==> config.mk <==
export PLATFORM = sky130hd
export DESIGN_NAME = generational_handle_table
export DESIGN_NICKNAME = d
export VERILOG_FILES = /design/src/rtl/core/ght_pkg.sv /design/src/rtl/core/ght_ram.sv /design/src/rtl/core/ght_row_select.sv /design/src/rtl/core/generational_handle_table.sv
export SDC_FILE = /design/constraint.sdc
export NUM_CORES = 2
export LEC_CHECK = 0
export BUFFER_PORTS_ARGS = -buffer_cell sky130_fd_sc_hd__clkbuf_2
export CORE_MARGIN = 1
export CORE_UTILIZATION = 50
export DETAILED_ROUTE_END_ITERATION = 6
export GPL_TIMING_DRIVEN = 1
export PLACE_DENSITY = 0.65
export SLEW_MARGIN = 15
export SYNTH_ARGS = -nofsm -noshare
export SYNTH_HDL_FRONTEND = slang
export SYNTH_MEMORY_MAX_BITS = 65536
export SYNTH_SLANG_ARGS = --single-unit
export TNS_END_PERCENT = 5
==> constraint.sdc <==
create_clock -name clock -period 16.5 [get_ports clock]
set_input_delay 4.95 -clock clock [delete_from_list [all_inputs] [get_ports clock]]
set_output_delay 4.95 -clock clock [all_outputs]
set_load 0.01 [all_outputs]
==> src/rtl/core/ght_pkg.sv <==
package ght_pkg;

   // table geometry
   localparam int SLOTS         = 256;
   localparam int GEN_BITS      = 16;
   localparam int SLOT_BITS     = $clog2(SLOTS);
   localparam int COUNT_BITS    = $clog2(SLOTS + 1);
   localparam int ROW_BITS      = 8;
   localparam int ROWS          = SLOTS / ROW_BITS;
   localparam int ROW_ADDR_BITS = $clog2(ROWS);
   localparam int POS_BITS      = $clog2(ROW_BITS);
   localparam int ROW_CNT_BITS  = $clog2(ROW_BITS + 1);

   // port field widths
   localparam int ACTION_BITS    = 3;
   localparam int INDEX_BITS     = 9;
   localparam int ID_GEN_BITS    = 17;
   localparam int RANK_BITS      = 8;
   localparam int OUT_INDEX_BITS = 8;
   localparam int OUT_GEN_BITS   = 16;
   localparam int TOTAL_BITS     = 9;
   localparam int CAP_BITS       = 9;

   localparam logic [CAP_BITS-1:0] CAP_RESET = CAP_BITS'(SLOTS);

   typedef enum logic [ACTION_BITS-1:0] {
      ACT_CREATE     = 3'd0,
      ACT_LOOKUP_ID  = 3'd1,
      ACT_LOOKUP_RAW = 3'd2,
      ACT_DELETE     = 3'd3,
      ACT_PICK       = 3'd4
   } action_type;

   typedef enum logic [2:0] {
      ST_IDLE,
      ST_ISSUE,
      ST_SCAN,
      ST_PICK_READ,
      ST_EVAL,
      ST_DONE
   } state_type;

   // result of searching one row of active marks
   typedef struct packed {
      logic                    hit;
      logic [POS_BITS-1:0]     pos;
      logic [ROW_CNT_BITS-1:0] count;
   } row_pick_type;

   // bits of a row whose slot lies below the fill count
   function automatic logic [ROW_BITS-1:0] row_fill_mask(
      input logic [ROW_ADDR_BITS-1:0] row,
      input logic [COUNT_BITS-1:0]    filled
   );
      logic [ROW_BITS-1:0] mask;
      logic [COUNT_BITS-1:0] slot;
      mask = '0;
      for (int j = 0; j < ROW_BITS; j++) begin
         slot    = COUNT_BITS'({row, POS_BITS'(j)});
         mask[j] = slot < filled;
      end
      return mask;
   endfunction

endpackage

==> src/rtl/core/ght_ram.sv <==
module ght_ram #(
   parameter int WIDTH = 16,
   parameter int DEPTH = 256
) (
   input  logic                     clock,
   input  logic                     wr_en,
   input  logic [$clog2(DEPTH)-1:0] wr_addr,
   input  logic [WIDTH-1:0]         wr_data,
   input  logic                     rd_en,
   input  logic [$clog2(DEPTH)-1:0] rd_addr,
   output logic [WIDTH-1:0]         rd_data
);

   logic [WIDTH-1:0] mem_ff [DEPTH];
   logic [WIDTH-1:0] rd_data_ff;

   always_ff @(posedge clock) begin
      if (wr_en) begin
         mem_ff[wr_addr] <= wr_data;
      end
      if (rd_en) begin
         rd_data_ff <= mem_ff[rd_addr];
      end
   end

   assign rd_data = rd_data_ff;

endmodule

==> src/rtl/core/ght_row_select.sv <==
module ght_row_select
   import ght_pkg::*;
(
   input  logic [ROW_BITS-1:0]  row_bits,
   input  logic [RANK_BITS-1:0] rank,
   output row_pick_type         sel
);

   logic [ROW_CNT_BITS-1:0] run;

   // first set bit at which the running count equals the rank
   always_comb begin
      run     = '0;
      sel.hit = 1'b0;
      sel.pos = '0;
      for (int j = 0; j < ROW_BITS; j++) begin
         if (row_bits[j]) begin
            if (!sel.hit && (RANK_BITS'(run) == rank)) begin
               sel.hit = 1'b1;
               sel.pos = POS_BITS'(j);
            end
            run = run + ROW_CNT_BITS'(1);
         end
      end
      sel.count = run;
   end

endmodule

==> src/rtl/core/generational_handle_table.sv <==
// Handle table that hands out (index, generation) ids for an outside data
// memory indexed by slot. Slots are filled in order and never reused. One
// request is processed at a time. Create, lookup by id, lookup by raw index,
// delete and a refused random pick pass through these steps between one request
// transfer and the next:
//   - a read of the generation and active-mark memories
//   - an evaluate/write-back step
//   - handing the result to the output register
//   - an idle state to take the next request
// A random pick that succeeds walks the active-mark memory one 8-slot row per
// cycle from row zero to the row of the picked slot, then reads that slot's
// generation and evaluates. The output register lets the next request
// transfer while a result waits. A finished result that finds the register
// still holding a stalled one waits behind it, and the input stays stalled
// until the register frees. Memory is never cleared: entries at or above the
// fill count read as generation zero and inactive; no pass clears it at reset.
module generational_handle_table
   import ght_pkg::*;
(
   input  logic                          clock,
   input  logic                          reset,
   // request channel
   input  logic                          req_valid,
   output logic                          req_stall,
   input  logic [ACTION_BITS-1:0]        req_action,
   input  logic signed [INDEX_BITS-1:0]  req_id_index,
   input  logic signed [ID_GEN_BITS-1:0] req_id_generation,
   input  logic [RANK_BITS-1:0]          req_pick_rank,
   // response channel
   output logic                          rsp_valid,
   input  logic                          rsp_stall,
   output logic                          rsp_ok,
   output logic [OUT_INDEX_BITS-1:0]     rsp_slot_index,
   output logic [OUT_GEN_BITS-1:0]       rsp_slot_generation,
   output logic [TOTAL_BITS-1:0]         rsp_active_total,
   // capacity register
   input  logic                          csr_write_en,
   input  logic [CAP_BITS-1:0]           csr_write_data
);

   // control state
   state_type               state_ff, state_in;
   logic [COUNT_BITS-1:0]   filled_ff, filled_in;
   logic [COUNT_BITS-1:0]   active_ff, active_in;
   logic [CAP_BITS-1:0]     cap_ff;
   logic                    rsp_valid_ff, rsp_valid_in;
   logic                    scan_live_ff, scan_live_in;

   // captured request
   action_type              action_ff, action_in;
   logic [SLOT_BITS-1:0]    slot_ff, slot_in;
   logic [ID_GEN_BITS-1:0]  gen_ff, gen_in;
   logic [RANK_BITS-1:0]    rank_ff, rank_in;
   logic                    pass_ff, pass_in;

   // pick scan
   logic [ROW_ADDR_BITS-1:0] scan_row_ff, scan_row_in;
   logic [ROW_ADDR_BITS-1:0] scan_data_row_ff, scan_data_row_in;

   // result staging and output register
   logic                    res_ok_ff, res_ok_in;
   logic [SLOT_BITS-1:0]    res_index_ff, res_index_in;
   logic [GEN_BITS-1:0]     res_gen_ff, res_gen_in;
   logic                    rsp_ok_ff, rsp_ok_in;
   logic [SLOT_BITS-1:0]    rsp_index_ff, rsp_index_in;
   logic [GEN_BITS-1:0]     rsp_gen_ff, rsp_gen_in;
   logic [COUNT_BITS-1:0]   rsp_total_ff, rsp_total_in;

   // memory ports
   logic                     gen_rd_en, gen_we;
   logic [GEN_BITS-1:0]      gen_rdata, gen_wdata;
   logic                     act_rd_en, act_we;
   logic [ROW_ADDR_BITS-1:0] act_rd_addr;
   logic [ROW_BITS-1:0]      act_rdata, act_wdata;

   // request decode
   logic                    req_xfer;
   logic                    rsp_free;
   logic [CAP_BITS-1:0]     cap_eff;
   logic [SLOT_BITS-1:0]    req_slot_raw;
   logic                    req_in_range;
   action_type              req_act;

   // evaluation
   logic [ROW_ADDR_BITS-1:0] slot_row;
   logic [POS_BITS-1:0]      slot_pos;
   logic                     slot_filled;
   logic [GEN_BITS-1:0]      gen_cur, gen_next;
   logic [ROW_BITS-1:0]      row_cur, slot_bit;
   logic                     bit_cur, gen_match;
   logic                     eval_ok, eval_create, eval_clear;
   row_pick_type             sel;

   assign req_xfer = req_valid && !req_stall;
   assign rsp_free = !rsp_valid_ff || !rsp_stall;
   assign req_stall = (state_ff != ST_IDLE);

   // capacity above the slot count acts as the slot count
   assign cap_eff = (cap_ff > CAP_BITS'(SLOTS)) ? CAP_BITS'(SLOTS) : cap_ff;

   // negative index is out of range; otherwise it must lie below the fill count
   assign req_slot_raw = SLOT_BITS'(req_id_index[INDEX_BITS-2:0]);
   assign req_in_range = !req_id_index[INDEX_BITS-1]
                         && (COUNT_BITS'(req_id_index[INDEX_BITS-2:0]) < filled_ff);
   assign req_act = action_type'(req_action);

   // ---------------------------------------------------------------------
   // memories: one generation per slot, active marks packed into rows
   // ---------------------------------------------------------------------
   ght_ram #(
      .WIDTH(GEN_BITS),
      .DEPTH(SLOTS)
   ) u_gen_ram (
      .clock  (clock),
      .wr_en  (gen_we),
      .wr_addr(slot_ff),
      .wr_data(gen_wdata),
      .rd_en  (gen_rd_en),
      .rd_addr(slot_ff),
      .rd_data(gen_rdata)
   );

   ght_ram #(
      .WIDTH(ROW_BITS),
      .DEPTH(ROWS)
   ) u_act_ram (
      .clock  (clock),
      .wr_en  (act_we),
      .wr_addr(slot_row),
      .wr_data(act_wdata),
      .rd_en  (act_rd_en),
      .rd_addr(act_rd_addr),
      .rd_data(act_rdata)
   );

   // row search for random pick; marks at or above the fill count are masked
   ght_row_select u_row_select (
      .row_bits(act_rdata & row_fill_mask(scan_data_row_ff, filled_ff)),
      .rank    (rank_ff),
      .sel     (sel)
   );

   // ---------------------------------------------------------------------
   // evaluation of the read-back entry
   // ---------------------------------------------------------------------
   assign slot_row    = slot_ff[SLOT_BITS-1:POS_BITS];
   assign slot_pos    = slot_ff[POS_BITS-1:0];
   assign slot_filled = COUNT_BITS'(slot_ff) < filled_ff;
   // never-filled slots read as generation zero and inactive
   assign gen_cur     = slot_filled ? gen_rdata : '0;
   assign gen_next    = gen_cur + GEN_BITS'(1);
   assign row_cur     = act_rdata & row_fill_mask(slot_row, filled_ff);
   assign slot_bit    = ROW_BITS'(1) << slot_pos;
   assign bit_cur     = row_cur[slot_pos];
   // a negative generation never matches a stored one
   assign gen_match   = (gen_ff == ID_GEN_BITS'(gen_cur));

   always_comb begin
      eval_ok     = 1'b0;
      eval_create = 1'b0;
      eval_clear  = 1'b0;
      case (action_ff)
         ACT_CREATE: begin
            eval_ok     = pass_ff;
            eval_create = pass_ff;
         end
         ACT_LOOKUP_ID: begin
            eval_ok = pass_ff && gen_match;
         end
         ACT_LOOKUP_RAW: begin
            eval_ok = pass_ff && bit_cur;
         end
         ACT_DELETE: begin
            eval_ok    = pass_ff && gen_match;
            // repeated delete succeeds without touching the count
            eval_clear = pass_ff && gen_match && bit_cur;
         end
         ACT_PICK: begin
            eval_ok = pass_ff;
         end
         default: begin
            eval_ok = 1'b0;
         end
      endcase
   end

   // ---------------------------------------------------------------------
   // sequencer: next state
   // ---------------------------------------------------------------------
   always_comb begin
      state_in = state_ff;
      unique case (state_ff)
         ST_IDLE: begin
            if (req_xfer) begin
               state_in = ST_ISSUE;
            end
         end
         ST_ISSUE: begin
            if ((action_ff == ACT_PICK) && pass_ff) begin
               state_in = ST_SCAN;
            end else begin
               state_in = ST_EVAL;
            end
         end
         ST_SCAN: begin
            // the rank is below the active count, so some filled row hits
            if (scan_live_ff && sel.hit) begin
               state_in = ST_PICK_READ;
            end
         end
         ST_PICK_READ: begin
            state_in = ST_EVAL;
         end
         ST_EVAL: begin
            state_in = ST_DONE;
         end
         ST_DONE: begin
            if (rsp_free) begin
               state_in = ST_IDLE;
            end
         end
         default: begin
            state_in = ST_IDLE;
         end
      endcase
   end

   // ---------------------------------------------------------------------
   // sequencer: outputs and datapath updates
   // ---------------------------------------------------------------------
   always_comb begin
      action_in        = action_ff;
      slot_in          = slot_ff;
      gen_in           = gen_ff;
      rank_in          = rank_ff;
      pass_in          = pass_ff;
      filled_in        = filled_ff;
      active_in        = active_ff;
      scan_row_in      = scan_row_ff;
      scan_data_row_in = scan_data_row_ff;
      scan_live_in     = scan_live_ff;
      res_ok_in        = res_ok_ff;
      res_index_in     = res_index_ff;
      res_gen_in       = res_gen_ff;
      rsp_ok_in        = rsp_ok_ff;
      rsp_index_in     = rsp_index_ff;
      rsp_gen_in       = rsp_gen_ff;
      rsp_total_in     = rsp_total_ff;
      rsp_valid_in     = rsp_valid_ff && rsp_stall;
      gen_rd_en        = 1'b0;
      gen_we           = 1'b0;
      gen_wdata        = gen_next;
      act_rd_en        = 1'b0;
      act_rd_addr      = slot_row;
      act_we           = 1'b0;
      act_wdata        = row_cur | slot_bit;

      unique case (state_ff)
         ST_IDLE: begin
            if (req_xfer) begin
               action_in = req_act;
               gen_in    = ID_GEN_BITS'(req_id_generation);
               rank_in   = req_pick_rank;
               // out-of-range requests still address slot zero
               slot_in   = req_in_range ? req_slot_raw : '0;
               case (req_act) inside
                  ACT_CREATE: begin
                     slot_in = SLOT_BITS'(filled_ff);
                     pass_in = filled_ff < COUNT_BITS'(cap_eff);
                  end
                  ACT_LOOKUP_ID, ACT_LOOKUP_RAW, ACT_DELETE: begin
                     pass_in = req_in_range;
                  end
                  ACT_PICK: begin
                     pass_in = COUNT_BITS'(req_pick_rank) < active_ff;
                  end
                  default: begin
                     pass_in = 1'b0;
                  end
               endcase
            end
         end
         ST_ISSUE: begin
            gen_rd_en    = 1'b1;
            act_rd_en    = 1'b1;
            scan_row_in  = '0;
            scan_live_in = 1'b0;
         end
         ST_SCAN: begin
            // one row read issued per cycle, the previous row evaluated
            act_rd_en        = 1'b1;
            act_rd_addr      = scan_row_ff;
            scan_row_in      = scan_row_ff + ROW_ADDR_BITS'(1);
            scan_data_row_in = scan_row_ff;
            scan_live_in     = 1'b1;
            if (scan_live_ff) begin
               if (sel.hit) begin
                  slot_in = {scan_data_row_ff, sel.pos};
               end else begin
                  rank_in = rank_ff - RANK_BITS'(sel.count);
               end
            end
         end
         ST_PICK_READ: begin
            gen_rd_en = 1'b1;
         end
         ST_EVAL: begin
            // read-modify-write of the entry, then stage the result
            if (eval_create) begin
               gen_we    = 1'b1;
               act_we    = 1'b1;
               act_wdata = row_cur | slot_bit;
               filled_in = filled_ff + COUNT_BITS'(1);
               active_in = active_ff + COUNT_BITS'(1);
            end else if (eval_clear) begin
               act_we    = 1'b1;
               act_wdata = row_cur & ~slot_bit;
               active_in = active_ff - COUNT_BITS'(1);
            end
            res_ok_in    = eval_ok;
            res_index_in = eval_ok ? slot_ff : '0;
            if (!eval_ok) begin
               res_gen_in = '0;
            end else if (eval_create) begin
               res_gen_in = gen_next;
            end else begin
               res_gen_in = gen_cur;
            end
         end
         ST_DONE: begin
            // active count already holds its value after this request
            if (rsp_free) begin
               rsp_valid_in = 1'b1;
               rsp_ok_in    = res_ok_ff;
               rsp_index_in = res_index_ff;
               rsp_gen_in   = res_gen_ff;
               rsp_total_in = active_ff;
            end
         end
         default: begin
            rsp_valid_in = rsp_valid_ff && rsp_stall;
         end
      endcase
   end

   // ---------------------------------------------------------------------
   // registers
   // ---------------------------------------------------------------------
   always_ff @(posedge clock) begin
      if (reset) begin
         state_ff     <= ST_IDLE;
         filled_ff    <= '0;
         active_ff    <= '0;
         cap_ff       <= CAP_RESET;
         rsp_valid_ff <= 1'b0;
         scan_live_ff <= 1'b0;
      end else begin
         state_ff     <= state_in;
         filled_ff    <= filled_in;
         active_ff    <= active_in;
         rsp_valid_ff <= rsp_valid_in;
         scan_live_ff <= scan_live_in;
         if (csr_write_en) begin
            cap_ff <= csr_write_data;
         end
      end
   end

   always_ff @(posedge clock) begin
      action_ff        <= action_in;
      slot_ff          <= slot_in;
      gen_ff           <= gen_in;
      rank_ff          <= rank_in;
      pass_ff          <= pass_in;
      scan_row_ff      <= scan_row_in;
      scan_data_row_ff <= scan_data_row_in;
      res_ok_ff        <= res_ok_in;
      res_index_ff     <= res_index_in;
      res_gen_ff       <= res_gen_in;
      rsp_ok_ff        <= rsp_ok_in;
      rsp_index_ff     <= rsp_index_in;
      rsp_gen_ff       <= rsp_gen_in;
      rsp_total_ff     <= rsp_total_in;
   end

   assign rsp_valid           = rsp_valid_ff;
   assign rsp_ok              = rsp_ok_ff;
   assign rsp_slot_index      = OUT_INDEX_BITS'(rsp_index_ff);
   assign rsp_slot_generation = OUT_GEN_BITS'(rsp_gen_ff);
   assign rsp_active_total    = TOTAL_BITS'(rsp_total_ff);

endmodule
Word level (Yosys, flattened, before mapping)
Memories as Yosys holds them, arrays and structs flattened. A register that Yosys moved wholly into a read port is not among the register bits.
Cells that the tools add are included.
{ "totals": {"regBits": 138, "mem_bits_rw": 4352, "in_bits": 51, "out_inout_bits": 36, "word_cells": 208, "n_memories": 2} }
{ "mem_list": {"columns": ["memory", "words", "word_bits", "rd", "rd_clocked_by_memory_dff", "wr", "line_no", "rtl"], "rows": [
  ["u_gen_ram.mem_ff", 256, 16, 1, 1, 1, "ght_ram.sv:14", "logic [WIDTH-1:0] mem_ff [DEPTH];"],
  ["u_act_ram.mem_ff", 32, 8, 1, 1, 1, "ght_ram.sv:14", null]
]} }
{ "classes": {"n_addsub": 13, "magnitude_cmp": 22, "n_eq_ne": 27, "shifts": 1, "muxes": 71, "n_bitwise": 5, "n_reduce_logical": 47} }
{ "ops": {"columns": ["cell", "n"], "rows": [
  ["8-bit by 9-bit less-than comparator with 1-bit output", 19],
  ["4-bit 2-to-1 mux", 23],
  ["8-bit 2-to-1 mux", 11],
  ["4-bit by 8-bit == test with 1-bit output", 6],
  ["16-bit 2-to-1 mux", 2],
  ["8-bit one-hot mux with 2 select lines", 2],
  ["9-bit 2-to-1 mux", 3],
  ["4-bit by 1-bit adder with 4-bit output (second input constant)", 6],
  ["8-bit bitwise AND", 3],
  ["1-bit 2-to-1 mux", 20],
  ["9-bit by 1-bit adder with 9-bit output (second input constant)", 2],
  ["3-bit by 2-bit == test with 1-bit output (second input constant)", 6],
  ["3-bit one-hot mux with 6 select lines", 1],
  ["17-bit by 16-bit == test with 1-bit output", 1],
  ["16-bit by 1-bit adder with 16-bit output (second input constant)", 1],
  ["1-bit logical AND", 15],
  ["3-bit == test (second input constant)", 4],
  ["3-bit 2-to-1 mux", 4],
  ["2-bit inequality test (second input constant)", 6],
  ["1-bit logical NOT", 11],
  ["5-bit one-hot mux with 2 select lines", 1],
  ["3-bit by 1-bit == test with 1-bit output (second input constant)", 3],
  ["9-bit greater-than comparator (second input constant)", 1],
  ["3-bit logical NOT", 3],
  ["23 further kinds", 32]
]} }

Longest topological paths before layout
{ "depth": {"ltp_word": 34, "mapped_depth": 36} }

Cells and area by module
Synthesis repeated with hierarchy kept, for this count alone.
{ "hier_totals": {"cells_unflattened": 8726, "hier_area_um2": 178242.2} }
{ "modules_own_cells": {"columns": ["module", "n_inst", "cells_each", "area_each_um2", "seq_area_each_um2"], "rows": [
  ["ght_ram at u_gen_ram", 1, 7360, 158874.9, 123478.4],
  ["ght_ram at u_act_ram", 1, 417, 10133.5, 7927.6],
  ["generational_handle_table", 1, 799, 8161.6, 3823.7],
  ["ght_row_select", 1, 150, 1072.3, 0.0]
]} }

Least setup slack after synthesis
OpenSTA, ideal clock, no wires.
{ "synth_path": {"path_type": "register to register", "startpoint": "reg filled_ff[1]", "endpoint": "mem u_gen_ram.mem_ff[0][12] (data pin)", "setup_ps": 1653, "arrival_time_ps": 13062, "slack_ps": 1784, "path_stages_with_launch": 17, "path_buffers": 2, "path_cell_list": "dfxtp_1 clkbuf_1 inv_1 ha_1 a21o_1 a21o_1 a21oi_2 buf_2 nand2_1 inv_1 ha_1 nand3_1 nor2_1 nand4_1 nor3_1 and4_1 xnor2_1"} }
{ "synth_between": {"elab_chain_len": 3} }
{ "synth_lines": {"columns": ["item", "line_no", "rtl"], "rows": [
  ["start: declaration", "generational_handle_table.sv:43", "logic [COUNT_BITS-1:0] filled_ff, filled_in;"],
  ["start signal: assignment", "generational_handle_table.sv:359", "filled_ff <= filled_in;"],
  ["8-bit by 9-bit less-than comparator with 1-bit output", "generational_handle_table.sv:148", "assign slot_filled = COUNT_BITS'(slot_ff) < filled_ff;"],
  ["16-bit 2-to-1 mux", "generational_handle_table.sv:150", "assign gen_cur = slot_filled ? gen_rdata : '0;"],
  ["16-bit by 1-bit adder with 16-bit output", "generational_handle_table.sv:151", "assign gen_next = gen_cur + GEN_BITS'(1);"],
  ["via gen_next[12]", "generational_handle_table.sv:88", "logic [GEN_BITS-1:0] gen_cur, gen_next;"],
  ["end: declaration", "ght_ram.sv:14", null]
]} }
The timed path passes the listed nets, and every way through them passes these cells.

Worst setup path after layout
{ "layout_path": {"startpoint": "reg filled_ff[6]", "endpoint": "reg rank_ff[7] (data pin)"} }
{ "layout_between": {"elab_chain_len": 21, "elab_cells_between_ends": 28, "cone_classes": "8 x add/sub; 8 x order compare; 11 x mux; 1 x bitwise"} }
{ "layout_lines": {"columns": ["item", "line_no", "rtl"], "rows": [
  ["8-bit by 9-bit less-than comparator with 1-bit output", "ght_pkg.sv:60", "mask[j] = slot < filled;"],
  ["8-bit bitwise AND *", "generational_handle_table.sv:138", ".row_bits(act_rdata & row_fill_mask(scan_data_row_ff, filled_ff)),"],
  ["1-bit 2-to-1 mux", "ght_row_select.sv:17", "if (row_bits[j]) begin"],
  ["1-bit by 1-bit adder with 2-bit output", "ght_row_select.sv:22", "run = run + ROW_CNT_BITS'(1);"],
  ["4-bit 2-to-1 mux", "ght_row_select.sv:17", null],
  ["4-bit by 1-bit adder with 4-bit output", "ght_row_select.sv:22", null],
  ["4-bit 2-to-1 mux", "ght_row_select.sv:17", null],
  ["4-bit by 1-bit adder with 4-bit output", "ght_row_select.sv:22", null],
  ["(+6 left out)", null, null],
  ["4-bit 2-to-1 mux", "ght_row_select.sv:17", null],
  ["4-bit by 1-bit adder with 4-bit output", "ght_row_select.sv:22", null],
  ["4-bit 2-to-1 mux *", "ght_row_select.sv:17", null],
  ["8-bit by 4-bit subtractor with 8-bit output *", "generational_handle_table.sv:300", "rank_in = rank_ff - RANK_BITS'(sel.count);"],
  ["8-bit 2-to-1 mux *", "generational_handle_table.sv:297", "if (sel.hit) begin"],
  ["8-bit 2-to-1 mux *", "generational_handle_table.sv:296", "if (scan_live_ff) begin"],
  ["8-bit one-hot mux with 2 select lines *", "generational_handle_table.sv:258", "unique case (state_ff)"],
  ["via rank_in[7]", "generational_handle_table.sv:53", "logic [RANK_BITS-1:0] rank_ff, rank_in;"],
  ["end signal: assignment", "generational_handle_table.sv:373", "rank_ff <= rank_in;"],
  ["end: declaration", "generational_handle_table.sv:53", null]
]} }
Mark *: on every way through the listed nets, which the timed path passes. The rest lies on a longest branch. The select of a mux whose other input is x is not followed.
A chain may end at the register's enable or synchronous reset.

==> impl_metrics.csv <==
group,metric,value,unit
power,switchingPower,0.00575,W
power,seqPwrFrac,52.2,%
global_routing,grt_usage,24.3,%
placed_design,io_buffers,86,
floorplan,die_area,354000,µm²
min_path,holdPathEnd,"rsp_slot_generation[15]",
detailed_routing,drc,0,
min_path,hold_path_depth,0,
cts,cts_made_buffers,443,
power,p_int,0.0192,W
cts,ctsResizeCount,0,
detailed_routing,dr.pass1.iters,6,
synth,synth_most_common_cell,"edfxtp_1",
detailed_routing,routed_wl,431000,µm
floorplan,die_h,595,µm
timing,slew_violations,0,
critical_path,rr_startpoint,"filled_ff[6]",
finish,area_growth,12.6,%
min_path,holdCritPathClass,"flop to flop",
timing,hold_violations,0,
synth,syn_inst,7599,
critical_path,start_kind,"flop",
cts,clock_path_buffers,4,
global_routing,grt_pass1_vias,83000,
critical_path,reg2regPathDepth,36,
power,combPwrFrac,9.0,%
critical_path,path_max_fanout,18,
synth,synth.avg_cell_area,23.1,µm²
global_routing,grt_overflow_total,0,
floorplan,start_util,50.3,%
critical_path,reg2reg_slack,8.37,ns
synth,syn-num-nets,7708,
power,power_frac_clock,38.8,%
floorplan,ios,87,
cts,cts_sinks,4514,
timing,rsz0062_at_grt,"no",
synth,ys_top_cells_by_area,"edfxtp_1 77%, mux4_2 18%, nor2_1 0.86%",
synth,synth_warnings,0,
cts,clk_pin_slew_worst_paths,0.07,ns
flow_run,drv_cap,0,
critical_path,max_stage_delay,0.40,ns
timing,period_share,49.3,%
floorplan,coreArea,350000,µm²
critical_path,crit_path_end_kind,"flop",
min_path,hold_start,"res_gen_ff[15]",
detailed_routing,detail_route.vias_per_cell,6.34,
synth,yosysSeqAreaShare,76.9,%
power,power_per_cell_area,126,nW/µm²
cts,clock_latency,0.97,ns
placed_design,dp_hpwl,250000,µm
synth,async_flop_share,0,%
detailed_routing,wl_per_cell,32.9,µm
power,peakVddDrop,0.0968,mV
global_routing,antenna_found_initial,14,
finish,finalNetCount,8231,
global_routing,grt_max_degree,241,
synth,synth_top_area_share,76.6,%
detailed_routing,drt_iter0_drc,10800,
critical_path,required,17.20,ns
power,power.leakage,62.0,nW
timing,fin_skew,0.0825,ns
detailed_routing,vias,83100,
synth,synth-main-ff-cell,"edfxtp_1",
power,swShare,23.0,%
critical_path,worst_path_max_delay_cell,"dfxtp_1",
global_routing,grt_pass1_wl,616000,µm
timing,max_freq,123,MHz
critical_path,crit_top_cell,"ha_1",
synth,yosys-top-cells-count,"4482 x edfxtp_1, 1402 x mux4_2, 402 x nor2_1",
timing,fin_tns_setup,0,ns
critical_path,arrival,8.83,ns
synth,synth_edf_count,4482,
critical_path,critPathKind,"flop to flop",
cts,cts_tree,"done",
synth,ys_types,85,
detailed_routing,ant_nets,0,
outcome,status,"finished clean",
timing,setup_ws,8.37,ns
synth,synth_top_area_cell,"edfxtp_1",
timing,slew-limit-headroom,15.0,%
critical_path,r2r-end,"rank_ff[7]",
placed_design,dpl_worst_slack,8.56,ns
finish,drive_gt1_share,30.3,%
timing,min_period,8.13,ns
floorplan,die-width,595,µm
timing,setup_viol,0,
synth,synth_seq_cells,4514,
cts,cts_hold_buf,0,
timing,worst_slew_pin_slew,1.27,ns
synth,syn_area,176000,µm²
placed_design,routabilityCongestion,0.836,
floorplan,rows,217,
cts,cts_setup_buffers,0,
cts,cts_root_buf,"clkbuf_16",
cts,h-tree-depth,5,
## cells in the final DEF, fill, tap and decap left out, types with 10 or more instances in the layout
cell / instances
a31oi_1: 11
a21o_1: 31
edfxtp_1: 4482
o21ai_0: 51
nor2b_1: 18
clkbuf_16: 450
clkinvlp_4: 20
nor3_1: 24
dfxtp_1: 32
nand2_1: 193
diode_2: 14
nand4_1: 10
buf_4: 379
ha_1: 55
clkbuf_1: 86
buf_12: 13
mux4_2: 1402
clkinv_2: 81
inv_1: 53
clkinv_1: 119
a21oi_1: 44
nor2_1: 389
clkbuf_2: 86
o211ai_1: 29
bufinv_16: 30
mux2i_1: 40
xnor2_1: 50
nand3_1: 53
xor2_1: 20
## worst max path at each step
stage	depth (start not counted)	from	slack, ns	endpoint
after global routing	36	filled_ff[5]	7.85	rank_ff[7]
after CTS	36	filled_ff[6]	8.54	rank_ff[7]
final	36	filled_ff[6]	8.37	rank_ff[7]
after detailed placement	36	filled_ff[6]	8.56	rank_ff[7]
after global placement	36	filled_ff[6]	8.60	rank_ff[7]
after floorplan	16	filled_ff[1]	1.78	u_gen_ram.mem_ff[0][12]
## sequential cells by signal, indices dropped and copies added, names as in the netlist, 9 cells and up
signal               flops
active_ff                9
cap_ff                   9
filled_ff                9
gen_ff                  17
res_gen_ff              16
rsp_active_total         9
rsp_slot_generation     16
u_act_ram.mem_ff       256
u_gen_ram.mem_ff      4096
u_gen_ram.rd_data       16
## metal layers
layer,GRT usage [%],share of wire [%],vias to the layer above
met4,6.21,2.6,8
li1,-,-,33400
met3,4.62,9.3,594
met5,0,0.013,-
met1,35.7,41,44900
met2,38.0,47,4190
## cell families after synthesis
logic type                 after synthesis  share of synthesized area (%)
xor gates and xnor gates                81                          0.435
AOI/OAI and AO/OA                      252                          0.984
muxes                                 1450                           18.2
and+or+nand+nor                        782                           1.94
buffers and inverters                  461                           1.03
adders and majority gates               59                          0.427
DFF                                   4514                           76.9
## critical path: cells and delay by family (launching register included)
family | cells | cell delay (ns)
muxes | 1 | 0.23
and+or+nand+nor | 11 | 1.75
adders and majority gates | 8 | 2.38
DFF | 1 | 0.40
xor gates and xnor gates | 1 | 0.14
AOI/OAI and AO/OA | 11 | 2.53
buffers and inverters | 4 | 0.44
## power groups by stage
stage                     registers [W]  clock network [W]  logic (W)
after floorplan                  0.0134                  0    0.00136
after global placement           0.0133                  0    0.00220
after detailed placement         0.0133                  0    0.00226
after CTS                        0.0130            0.00984    0.00226
after global routing             0.0130             0.0103    0.00237
final                            0.0130            0.00970    0.00224
## final cells by class
| class | instances | area (µm²) |
|---|---|---|
| repair buffers | 482 | 3620 |
| fillers | 25000 | 152000 |
| diodes | 14 | 35.0 |
| clock buffers | 536 | 11600 |
| well taps | 4599 | 5750 |
| flip-flops and latches | 4514 | 135000 |
| clock inverters | 279 | 2350 |
| inverters | 57 | 221 |
| multi-input cells | 2624 | 39100 |
## through the flow
stage          total power (W)  hold WS, ns  cells  utilization, %  area, µm²
2_1_floorplan           0.0147        0.400   7599               -     176000
3_3_place_gp            0.0155        0.405  12300            52.6     184000
3_5_place_dp            0.0155        0.405  12300            52.6     184000
4_1_cts                 0.0251        0.417  13100            56.5     198000
5_1_grt                 0.0257        0.426  13100            56.6     198000
6_report                0.0250        0.412  13100            56.6     198000
No activity file was read; power rests on OpenSTA's default activity.
